## src/nbg_sqrt.sv

```systemverilog
module nbg_sqrt (
  input  logic        clk_i,
  input  logic        rst_ni,
  input  logic        start_i,
  input  logic [63:0] value_i,
  output logic [31:0] root_o,
  output logic        done_o
);

  logic [63:0] val_q;
  logic [33:0] rem_q;
  logic [31:0] root_q;
  logic [5:0]  cnt_q;
  logic        busy_q;
  logic        done_q;

  logic [35:0] rem_sh;
  logic [35:0] trial;
  logic        fits;

  // Two radicand bits enter the partial remainder each cycle; one root bit leaves.
  assign rem_sh = {rem_q, val_q[63:62]};
  assign trial  = {2'b00, root_q, 2'b01};
  assign fits   = (rem_sh >= trial);

  always_ff @(posedge clk_i or negedge rst_ni) begin
    if (!rst_ni) begin
      busy_q <= 1'b0;
      done_q <= 1'b0;
      cnt_q  <= '0;
    end else begin
      done_q <= 1'b0;
      if (start_i) begin
        busy_q <= 1'b1;
        cnt_q  <= 6'd32;
      end else if (busy_q) begin
        cnt_q <= cnt_q - 6'd1;
        if (cnt_q == 6'd1) begin
          busy_q <= 1'b0;
          done_q <= 1'b1;
        end
      end
    end
  end

  always_ff @(posedge clk_i) begin
    if (start_i) begin
      val_q  <= value_i;
      rem_q  <= '0;
      root_q <= '0;
    end else if (busy_q) begin
      val_q <= {val_q[61:0], 2'b00};
      if (fits) begin
        rem_q  <= 34'(rem_sh - trial);
        root_q <= {root_q[30:0], 1'b1};
      end else begin
        rem_q  <= rem_sh[33:0];
        root_q <= {root_q[30:0], 1'b0};
      end
    end
  end

  assign root_o = root_q;
  assign done_o = done_q;

endmodule

```

## config.mk

```make
export PLATFORM = sky130hd
export DESIGN_NAME = nbg_sqrt
export DESIGN_NICKNAME = d
export VERILOG_FILES = /design/src/nbg_sqrt.sv
export SDC_FILE = /design/constraint.sdc
export NUM_CORES = 1
export LEC_CHECK = 0
export ABC_AREA = 1
export BUFFER_PORTS_ARGS = -buffer_cell sky130_fd_sc_hd__buf_4
export CAP_MARGIN = 20
export CORE_MARGIN = 1
export CORE_UTILIZATION = 40
export DETAILED_ROUTE_END_ITERATION = 10
export GPL_ROUTABILITY_DRIVEN = 0
export PLACE_DENSITY = 0.71
export SKIP_CTS_REPAIR_TIMING = 1
export SLEW_MARGIN = 15
export SYNTH_ARGS = -nofsm -noshare
export SYNTH_HDL_FRONTEND = slang
export SYNTH_SLANG_ARGS = --single-unit
export TNS_END_PERCENT = 1
```

## constraint.sdc

```tcl
create_clock -name clk_i -period 3.5 [get_ports clk_i]
set_clock_uncertainty 0.1 [all_clocks]
set_input_delay 0.175 -clock clk_i [delete_from_list [all_inputs] [get_ports clk_i]]
set_output_delay 0.175 -clock clk_i [all_outputs]
set_load 0.05 [all_outputs]
```

# Yosys cells after proc, flatten, opt, wreduce, memory -nomap -nowiden
# Cells that the tools add are included.
classes:
  addsub: 2
  order_cmp: 1
  eq_ne: 1
  mux: 12
  n_reduce_logical: 1
op_table:
  columns: ["op", "count"]
  rows:
  - ["$mux W64", 2]
  - ["$ge A36 B34 Y1", 1]
  - ["$mux W34", 1]
  - ["$sub A34 B34 Y34", 1]
  - ["$mux W6", 2]
  - ["$mux W1", 7]
  - ["$eq A6 B1 Y1 const B", 1]
  - ["$sub A6 B1 Y6 const B", 1]
  - ["$reduce_bool A2 Y1", 1]
totals:
  regBits: 138
  inputBits: 67
  output_inout_bits: 33
  word_cells: 23

# Logic depth before layout (Yosys ltp)
depth:
  ltp_word: 4
  mapped_depth: 17
  depth_no_buf: 16

# Least setup slack after synthesis
# No wires, ideal clock.
synth_path:
  path_kind: "input -> register"
  startpoint: "input port start_i"
  endpoint: "register val_q[0] (enable)"
  setup_ps: 454
  t_arrival_ps: 2527
  required_time_ps: 2946
  setup_slack_ps: 419
  cell_stages: 4
  cell_sequence: "clkbuf_1 nor2_1 clkinv_1 clkbuf_1"
synth_between:
  elab_chain_cells: 1
synth_lines:
  columns: ["item", "line_no", "text"]
  rows:
  - ["from (decl)", "4", "input logic start_i,"]
  - ["$reduce_bool A2 Y1 (no source line)", null, null]
  - ["to (signal assigned)", "48", "val_q <= value_i;"]
  - ["to (signal assigned)", "52", "val_q <= {val_q[61:0], 2'b00};"]
  - ["to (decl)", "10", "logic [63:0] val_q;"]
# No other way between the ends.
# A chain may end at the register's enable or synchronous reset.

# Worst setup path in the final report
layout_path:
  startpoint: "register root_q[16], in the netlist root_o[16]"
  endpoint: "register rem_q[12]"
layout_between:
  elab_chain_cells: 2
layout_lines:
  columns: ["item", "line_no", "text"]
  rows:
  - ["from (decl)", "12", "logic [31:0] root_q;"]
  - ["from (signal assigned)", "55", "root_q <= {root_q[30:0], 1'b1};"]
  - ["from (signal assigned)", "58", "root_q <= {root_q[30:0], 1'b0};"]
  - ["$ge A36 B34 Y1", "24", "assign fits = (rem_sh >= trial);"]
  - ["$mux W34", "53", "if (fits) begin"]
  - ["to (signal assigned)", "54", "rem_q <= 34'(rem_sh - trial);"]
  - ["to (signal assigned)", "57", "rem_q <= rem_sh[33:0];"]
  - ["to (decl)", "11", "logic [33:0] rem_q;"]
# No other way between the ends.

==> flow_summary.ini <==
[run_status]
status = complete, no violations

[yosys]
synth_async_sr_flop_share_pct = 5.80
ys_types = 38
synth_top_family_by_area = simple AND/OR/NAND/NOR gates
synth-compound-area-share_pct = 6.41
synth_top_cell_by_area = nand2_1
yosysSeqAreaShare_pct = 42.3
yosys.area_share.simple_pct = 35.5
ys.warnings.count = 0
synth_top_area_share_pct = 24.4
synth_ff_type = dfxtp_1
synth_edf_count = 64
syn_nets = 1266
synth_mux_area_share_pct = 0
synth_fa_ha_area_share_pct = 5.53
syn-instance-count = 1163
syn_area_um2 = 8140
syn_area_per_cell_um2 = 7.00
synthTopCellsByArea = nand2_1 24%, edfxtp_1 24%, dfxtp_1 16%, inv_1 6.3%, ha_1 5.5%
yosys.area_share.xor_xnor_pct = 1.72
synth-seq-cells = 138

[worst_setup_path]
cp_max_fo = 13
crit-reg2reg-capture = rem_q[12]
r2r_setup_slack_ns = 0.74
rr_worst_depth = 14
critical_path.startpoint_type = flip-flop
rr_startpoint = root_o[16]
critPathCaptureType = flip-flop
criticalPathCategory = reg -> reg
critPathRequiredTime_ns = 3.72
arrival_ns = 2.98
cp-startpoint = root_o[16]

[timing]
rsz0062_at_grt = false
hold_viol = 0
setup_ws_ns = 0.741
slew_violations = 0
min_period_ns = 2.76
period_share_pct = 78.8
worst_pin_slew_ns = 0.688
fmax_ghz = 0.362
slew_headroom_pct = 54.1
setup_viol = 0
setup_tns_ns = 0

[die]
die_x_um = 145
fp.dieH_um = 145
io_pins = 100
dieArea_um2 = 20900
initial_core_util_pct = 41.3
rows = 51
core_um2 = 19700

[cts]
cts_tree = built
insertion_delay_ns = 0.44
cts.htree.levels = 4
ctsRootBufferMaster = clkbuf_16
path_clk_slew_ns = 0.06
clockBufferDepth = 2
numClockSinks = 138
cts_buffers = 17

[detailed_routing]
first_pass_iters = 5
routed-via-count = 7827
avgViaCountPerCell = 4.89
wl_um = 21600
drt_iter0_drc = 518
ant_nets = 0
drc = 0
wire_per_inst_um = 13.5

[global_routing]
track_usage_pct = 20.6
grt_max_degree = 69
grt_pass1_vias = 7105
grt_overflow_total = 0
grt_pass1_wl_um = 33600
antenna_found_initial = 0

[placed_design]
io_buffers = 99
place_inst = 1502
pre_cts_ws_ns = 0.808
place_hpwl_um = 14800

[cells_and_area]
drive_above_1_share_pct = 12.3
stdcell_count = 1601
antenna_cells = 0
area_growth_pct = 27.5
fin_nets = 1426

[worst_hold_path]
hold_class = in -> reg
holdPathStages = 3
holdPathEnd = cnt_q[5]
min_from = start_i

[job]
cap_violations = 0

[power]
power.leakage_nw = 5.29
powerDensity_nw_per_um2 = 812
vdd_drop_max_mv = 0.428
[worst max path at each step]
stage,end,depth (start not counted)
after floorplan,val_q[0],4
after global placement,rem_q[21],14
after detailed placement,rem_q[17],14
after CTS,rem_q[21],14
after global routing,rem_q[24],14
final,rem_q[12],14
[state kept, by name, summed over array words and instances, names as in the netlist]
signal / count
val_q: 64
rem_q: 34
root_o: 32
cnt_q: 6
busy_q: 1
done_o: 1
[cells in the mapped netlist (2+ instances only)]
master and instances:
o22ai_1 32, nand3_1 73, a21oi_1 28, nand2_2 5
edfxtp_1 64, nand4_1 8, dfrtp_1 8, nor3_1 6
clkinv_1 2, nor2_2 9, nand2_1 529, clkbuf_1 21
xnor2_1 4, a21oi_2 2, dfxtp_1 66, ha_1 36
xor2_1 12, nor2_1 63, buf_1 3, inv_1 137
nand3b_1 4, o21ai_0 18, buf_2 7, buf_6 3
o21ai_1 6, o21bai_1 3, nand3_2 3
[layer usage]
layer / global-route usage, % / share of wire (%) / up-vias
li1: - / - / 3997
met1: 25.0 / 44 / 3552
met2: 33.8 / 48 / 239
met3: 7.40 / 6.2 / 39
met4: 6.76 / 2.2 / 0
met5: 0 / 0 / -
[layout make-up]
| class | count | area (µm²) |
|---|---|---|
| inverters | 139 | 523 |
| clock inverters | 15 | 164 |
| fillers | 1833 | 9330 |
| well taps | 265 | 332 |
| repair buffers | 176 | 1490 |
| multi-input cells | 851 | 4010 |
| clock buffers | 17 | 425 |
| flip-flops and latches | 138 | 3440 |
[power by group]
group / internal [mW] / switching [mW]
registers: 1.98 / 0.167
clock network: 1.06 / 0.773
logic: 1.54 / 2.92
total: 4.58 / 3.86
[cell usage in the layout (no fill, tap or decap), types with 12 or more instances in the layout]
cell type        n
dlygate4sd3_1   67
xor2_1          12
inv_1          136
nand3_1         73
nor2_1          61
ha_1            36
o22ai_1         32
clkbuf_16       17
o21ai_0         18
dfxtp_1         66
nand2_1        529
a21oi_1         28
edfxtp_1        64
buf_4          109
[cell families (layout without fill, tap and decap cells)]
family	Yosys count	after routing
AO/OA/AOI/OAI	92	92
adder cells (fa/ha/maj)	36	36
buffers and inverters	174	347
AND/OR/NAND/NOR	707	707
flip-flops	138	138
XOR/XNOR	16	16
[stage by stage]
| step | area [µm²] | utilization, % | hold slack [ns] | power [mW] |
|---|---|---|---|---|
| 3_5_place_dp | 9130 | 46.3 | -0.0977 | 6.49 |
| 4_1_cts | 9710 | 49.3 | -0.559 | 8.34 |
| 5_1_grt | 10400 | 52.7 | 0.323 | 9.15 |
| 6_report | 10400 | 52.7 | 0.275 | 8.43 |
| 2_1_floorplan | 8140 | - | -0.221 | 5.55 |
| 3_3_place_gp | 9130 | 46.3 | -0.0999 | 6.43 |
[critical path: stages (launching register included)]
cell	delay, ns
dfxtp_1	0.33
inv_1	0.07
ha_1	0.39
nand2_2	0.12
nor2_4	0.20
nand2_2	0.10
nor2_2	0.15
nand2_1	0.08
nand3_2	0.12
nand3b_1	0.38
buf_4	0.35
nand3_1	0.09
nand2_1	0.06
nand2_1	0.06
nand2_1	0.05
No activity file was read; power rests on OpenSTA's default activity.
