## src/nbg_div.sv

```systemverilog
module nbg_div (
  input  logic        clk_i,
  input  logic        rst_ni,
  input  logic        start_i,
  input  logic [63:0] dividend_i,
  input  logic [63:0] divisor_i,
  output logic [63:0] quotient_o,
  output logic        done_o
);

  logic [63:0] quo_q;
  logic [63:0] rem_q;
  logic [63:0] dvs_q;
  logic [6:0]  cnt_q;
  logic        busy_q;
  logic        done_q;

  logic [64:0] rem_sh;
  logic        fits;

  // Restoring division, one quotient bit per cycle.
  assign rem_sh = {rem_q, quo_q[63]};
  assign fits   = (rem_sh >= {1'b0, dvs_q});

  always_ff @(posedge clk_i or negedge rst_ni) begin
    if (!rst_ni) begin
      busy_q <= 1'b0;
      done_q <= 1'b0;
      cnt_q  <= '0;
    end else begin
      done_q <= 1'b0;
      if (start_i) begin
        busy_q <= 1'b1;
        cnt_q  <= 7'd64;
      end else if (busy_q) begin
        cnt_q <= cnt_q - 7'd1;
        if (cnt_q == 7'd1) begin
          busy_q <= 1'b0;
          done_q <= 1'b1;
        end
      end
    end
  end

  always_ff @(posedge clk_i) begin
    if (start_i) begin
      quo_q <= dividend_i;
      rem_q <= '0;
      dvs_q <= divisor_i;
    end else if (busy_q) begin
      if (fits) begin
        rem_q <= 64'(rem_sh - {1'b0, dvs_q});
        quo_q <= {quo_q[62:0], 1'b1};
      end else begin
        rem_q <= rem_sh[63:0];
        quo_q <= {quo_q[62:0], 1'b0};
      end
    end
  end

  assign quotient_o = quo_q;
  assign done_o     = done_q;

endmodule

```

## config.mk

```make
export PLATFORM = sky130hd
export DESIGN_NAME = nbg_div
export DESIGN_NICKNAME = d
export VERILOG_FILES = /design/src/nbg_div.sv
export SDC_FILE = /design/constraint.sdc
export NUM_CORES = 1
export LEC_CHECK = 0
export ABC_AREA = 1
export BUFFER_PORTS_ARGS = -buffer_cell sky130_fd_sc_hd__buf_2
export CAP_MARGIN = 20
export CORE_ASPECT_RATIO = 0.5
export CORE_MARGIN = 2
export CORE_UTILIZATION = 45
export CTS_BUF_LIST = sky130_fd_sc_hd__clkbuf_4 sky130_fd_sc_hd__clkbuf_8 sky130_fd_sc_hd__clkbuf_16
export CTS_CLUSTER_SIZE = 20
export DETAILED_ROUTE_END_ITERATION = 10
export SYNTH_ARGS = -nofsm -noshare
export SYNTH_HDL_FRONTEND = slang
export SYNTH_SLANG_ARGS = --single-unit
```

## constraint.sdc

```tcl
create_clock -name clk_i -period 4.97 [get_ports clk_i]
set_input_delay 0.7455 -clock clk_i [delete_from_list [all_inputs] [get_ports clk_i]]
set_output_delay 0.7455 -clock clk_i [all_outputs]
set_load 0.05 [all_outputs]
```

Word level (Yosys, flattened, before mapping) --
Cells that the tools add are included.
Storage, ports and cells: register bits 201, input port bits 131, output and inout bits 65, word-level logic and storage cells 23
Cells by class: $lt $le $gt $ge 1, $add $sub $neg 2, reductions and logical operators 1, eq/ne operators 1, multiplexer cells 12
Operator list (number):
- 2-to-1 mux 64 bit | 3
- >= comparator 65 x 64 -> 1 bit | 1
- subtractor 64 bit | 1
- 2-to-1 mux 7 bit | 2
- == test 7 x 1 -> 1 bit (second input constant) | 1
- 2-to-1 mux 1 bit | 7
- subtractor 7 x 1 -> 7 bit (second input constant) | 1
- nonzero test 2 bit | 1

Logic depth before layout (Yosys ltp) --
depth after elaboration 4, mapped depth 19, mapped depth without buffers 18

Worst setup path before layout --
OpenSTA, ideal clock, no wires.
kind in2reg, start input port start_i, end register quo_q[0], in the netlist quotient_o[0] (enable), stages 3, setup slack 1.694 ns, library setup time 0.454 ns, buffers on the path 1, data required time 4.516 ns, data arrival time 2.821 ns, cells stage by stage nor2_1 inv_1 clkbuf_1
Between the ends: cells in the longest elaborated chain, start to end 1
RTL lines:
- start: declaration | RTL line 4 | input logic start_i,
- nonzero test 2 bit (no line)
- end signal: assignment | RTL line 47 | quo_q <= dividend_i;
- end signal: assignment | RTL line 53 | quo_q <= {quo_q[62:0], 1'b1};
- end signal: assignment | RTL line 56 | quo_q <= {quo_q[62:0], 1'b0};
- end: declaration | RTL line 11 | logic [63:0] quo_q;
No other way between the ends. A chain may end at the register's enable or synchronous reset.

Final worst setup path --
start register dvs_q[39], end register rem_q[25]
Between the ends: cells in the longest elaborated chain, start to end 2
RTL lines:
- start: declaration | RTL line 13 | logic [63:0] dvs_q;
- start signal: assignment | RTL line 49 | dvs_q <= divisor_i;
- >= comparator 65 x 64 -> 1 bit | RTL line 23 | assign fits = (rem_sh >= {1'b0, dvs_q});
- 2-to-1 mux 64 bit | RTL line 51 | if (fits) begin
- end signal: assignment | RTL line 52 | rem_q <= 64'(rem_sh - {1'b0, dvs_q});
- end signal: assignment | RTL line 55 | rem_q <= rem_sh[63:0];
- end: declaration | RTL line 12 | logic [63:0] rem_q;
No other way between the ends.

==> summary.md <==
## Outcome
- completed — result of the run

## Power
- 0.00131 W — switching power
- 0.204 mV — VDD IR-drop max
- 46.2% — sequential share of power
- 0.00294 W — design internal power
- 18.1% — Comb power frac
- 9.16 nW — leakage power
- 30.9% — switching part of the total
- 0.00425 W — total power of the final layout
- 261 nW/um^2 — power density normalized to cell area
- 35.7% — Clock power frac

## Route
- 1,197 — DR iter-0 viols
- 6 — total iterations of the first detailed-routing run
- 45,200 microns — overall routed net length
- 13.6k — DR vias
- 0 — Final ANT Viol Nets
- 16.0 microns — average detailed-routed wire length per instance
- 0 — number of remaining DRC errors
- 4.83 — ratio of routed vias to standard cells

## Placed design
- 35,500 microns — Post-DP HPWL
- 1.04 — routability cong.
- 195 — Port Buffers
- 1770 ps — setup slack after placement

## Clocking
- sky130_fd_sc_hd__clkbuf_16 — CTS Root Buffer Type
- 20 — CTS Buf Count
- 3 — Max Root-Sink Buffers
- 0 — setup fix buffers added after clock tree synthesis
- 540 ps — Clk Latency, worst-skew pair
- 0 — post-CTS resize count
- 201 — number of sinks driven by the clock tree
- yes — clock tree from TritonCTS
- 60 ps — post-CTS clock slew at the launch and capture registers of the worst setup and hold paths
- 0 — CTS Hold Buffers Added
- 1 — total number of H-tree levels

## STA
- 3150 ps — shortest clock period the worst path allows after layout
- no — setup repair after global routing missed its margin
- 63.3% — ratio of final minimum period to clock period
- 30.4% — Max transition margin
- 0 — final hold violation count
- 1820 ps — final critical-path setup slack
- 318 MHz — maximum clock frequency
- 15.2 ps — clk_skew
- 54.4 ps — final-layout worst hold slack
- 0 ps — setup tns final
- 1040 ps — slew at the pin closest to its max-slew limit
- 0 — count of final max-slew check failures
- 0 — # setup viols final

## Global route
- 2 — antenna violations before repair
- 27.2% — gr usage total
- 0 — final global-route overflow total
- 77 — pin count of the biggest net entering global routing
- 70,900 microns — first-pass GRT wire length
- 12.8k — number of global-route vias before repair

## Min path
- input port to async pin — classification of the worst-slack hold path

## Die
- 31,500 sq um — floorplan core area
- 45.5% — Initial Utilization
- 257 microns — Horiz. Die Dim
- 33,400 sq um — area of the die
- 196 — top-level port count
- 46 — floorplan row count
- 130 microns — Die H

## Synthesis
- 37.3% — share of synthesized area occupied by flip-flops and latches
- 4.48% — share of async-settable or async-resettable flops after synthesis
- 0 — warning count from the yosys run
- 14,400 sq um — netlist area before placement
- 39 — distinct cell type count after synthesis
- 2,395 — nets in the synthesized netlist
- sky130_fd_sc_hd__edfxtp_1 — most common flop cell mapped by yosys
- 2,197 — number of instances in the synthesized netlist
- 201 — register bit total from synthesis
- 6.53 sq um — post-synthesis average cell area
- 128 — number of enable flip-flop cells after synthesis

## Finish
- 7010 sq um — area of the multi-input gates
- 13.6% — layout overhead on the synthesized area
- 2,572 — Nets
- 11.3% — share of cells above drive strength 1
- 3,360 — Filler cells
- 5350 sq um — area occupied by registers

## Critical path
- 3550 ps — signal arrival time at the worst endpoint
- sky130_fd_sc_hd__buf_4 — slowest library cell on the worst path
- flop — sort of element at the start of the critical path
- 5380 ps — Data required, critical path
- 15 — cell count of the worst reg-to-reg path
- flop — element type at the critical path end
- sky130_fd_sc_hd__nand2_1 — Worst path most repeated cell
- 610 ps — longest individual stage delay on the worst path
- flop to flop — Setup CP Type
- 65 — peak fanout along the critical path
- inv_1, ha_1, nand2_1, inv_1, a21oi_1, nand2_1, nand2_1, nand2_1, nand2_1, nand2_1, nor2_4, buf_4, nand3_1, nand3_1, o21ai_1 — CP cell instances

## Job
- 0 — reported max-cap violation count

worst max-delay path, delay by kind of cell (launching register included):
| kind | cells | cell delay, ps |
|---|---|---|
| and+or+nand+nor | 9 | 1060 |
| buffers and inverters | 3 | 740 |
| AOI/OAI and AO/OA | 2 | 450 |
| DFF | 1 | 370 |
| adders and majority gates | 1 | 280 |
metal layers:
metal  wire length (microns)  global-route usage (%)  share of wire [%]
met1                   22100                    39.6                 49
met2                   18300                    41.4                 40
met3                    4100                    6.53                9.1
met4                     657                    4.62                1.5
met5                       0                       0                  0
area by class of cell:
class	instances	area share, %
inverters	454	10.5
diodes	3	0.0460
repair buffers	203	6.37
clock inverters	8	0.507
clock buffers	28	3.48
well taps	432	3.32
flip-flops and latches	201	32.8
multi-input cells	1494	43.0
cell usage after synthesis, drive strengths merged (2+ instances only):
| library cell | number | area (sq um) |
|---|---|---|
| nand2 | 922 | 3480 |
| inv | 454 | 1700 |
| nand3 | 159 | 801 |
| edfxtp | 128 | 3840 |
| nor2 | 126 | 508 |
| ha | 66 | 826 |
| dfxtp | 64 | 1280 |
| a21oi | 54 | 270 |
| o21ai | 48 | 240 |
| nand3b | 30 | 225 |
| xnor2 | 29 | 254 |
| buf | 25 | 209 |
| clkbuf | 23 | 86.3 |
| nand4 | 19 | 119 |
| nor3 | 15 | 75.1 |
| dfrtp | 9 | 225 |
| o21bai | 9 | 71.3 |
| and2 | 4 | 25.0 |
| nor4 | 3 | 18.8 |
| a21o | 2 | 15.0 |
| xor2 | 2 | 17.5 |
cells in the final DEF, fill, tap and decap left out, types with 2 or more instances in the layout:
| master | count |
|---|---|
| sky130_fd_sc_hd__clkinv_4 | 4 |
| sky130_fd_sc_hd__clkbuf_4 | 7 |
| sky130_fd_sc_hd__nor2_2 | 12 |
| sky130_fd_sc_hd__clkinv_2 | 2 |
| sky130_fd_sc_hd__xnor2_1 | 29 |
| sky130_fd_sc_hd__nor2_4 | 2 |
| sky130_fd_sc_hd__diode_2 | 3 |
| sky130_fd_sc_hd__dfrtp_1 | 9 |
| sky130_fd_sc_hd__a21o_1 | 2 |
| sky130_fd_sc_hd__ha_1 | 66 |
| sky130_fd_sc_hd__a21oi_1 | 54 |
| sky130_fd_sc_hd__nor4_1 | 3 |
| sky130_fd_sc_hd__nand2_2 | 6 |
| sky130_fd_sc_hd__nor3_1 | 15 |
| sky130_fd_sc_hd__nand4_1 | 19 |
| sky130_fd_sc_hd__nand3_1 | 158 |
| sky130_fd_sc_hd__o21ai_1 | 8 |
| sky130_fd_sc_hd__clkbuf_16 | 20 |
| sky130_fd_sc_hd__o21bai_1 | 8 |
| sky130_fd_sc_hd__inv_2 | 6 |
| sky130_fd_sc_hd__dfxtp_1 | 64 |
| sky130_fd_sc_hd__buf_2 | 194 |
| sky130_fd_sc_hd__nor2_1 | 112 |
| sky130_fd_sc_hd__nand2_1 | 915 |
| sky130_fd_sc_hd__buf_4 | 9 |
| sky130_fd_sc_hd__inv_1 | 447 |
| sky130_fd_sc_hd__edfxtp_1 | 128 |
| sky130_fd_sc_hd__xor2_1 | 2 |
| sky130_fd_sc_hd__nand3b_1 | 30 |
| sky130_fd_sc_hd__o21ai_0 | 40 |
| sky130_fd_sc_hd__and2_1 | 3 |
state kept, by name, indices dropped and copies added, names as in the netlist:
register and flops:
done_o 1, quotient_o 64, rem_q 64, cnt_q 7, busy_q 1, dvs_q 64
power by group through the flow:
stage / Clock, W / Combinational [W] / Sequential [W]
5_1_grt: 0.00162 / 0.000849 / 0.00198
2_1_floorplan: 0 / 0.000338 / 0.00219
6_report: 0.00152 / 0.000770 / 0.00196
3_5_place_dp: 0 / 0.000770 / 0.00200
3_3_place_gp: 0 / 0.000766 / 0.00200
4_1_cts: 0.00156 / 0.000771 / 0.00197
worst paths after layout:
kind | start | end | slack [ps]
max in group asynchronous | rst_ni | cnt_q[5]$_DFFE_PN0P_ | 4720
min in group clk_i | divisor_i[56] | dvs_q[56]$_DFFE_PP_ | 380
worst max-delay path | dvs_q[39]$_DFFE_PP_ | rem_q[25]$_SDFFE_PP0P_ | 1820
worst min-delay path | rst_ni | cnt_q[1]$_DFFE_PN0P_ | 50
worst min register to register | rem_q[40]$_SDFFE_PP0P_ | rem_q[40]$_SDFFE_PP0P_ | 470
worst max register to register | dvs_q[39]$_DFFE_PP_ | rem_q[25]$_SDFFE_PP0P_ | 1820
per-stage QoR:
stage               area [sq um]  instances  utilization, %
finish                     16300       2823            51.7
global route               16300       2820            51.7
CTS                        16300       2820            51.7
floorplan                  14400       2197               -
global placement           15600       2784            49.6
detailed placement         15600       2784            49.6
cell families (layout without fill, tap and decap cells):
group                      count (synthesis)  in the layout  synth area share [%]
and+or+nand+nor                         1280           1280                  36.7
xor gates and xnor gates                  31             31                  1.89
adders and majority gates                 67             67                  5.89
other                                      0              3                     0
AOI/OAI and AO/OA                        116            116                  4.30
buffers and inverters                    502            693                  13.9
DFF                                      201            201                  37.3
(Power assumes the default switching activity.)
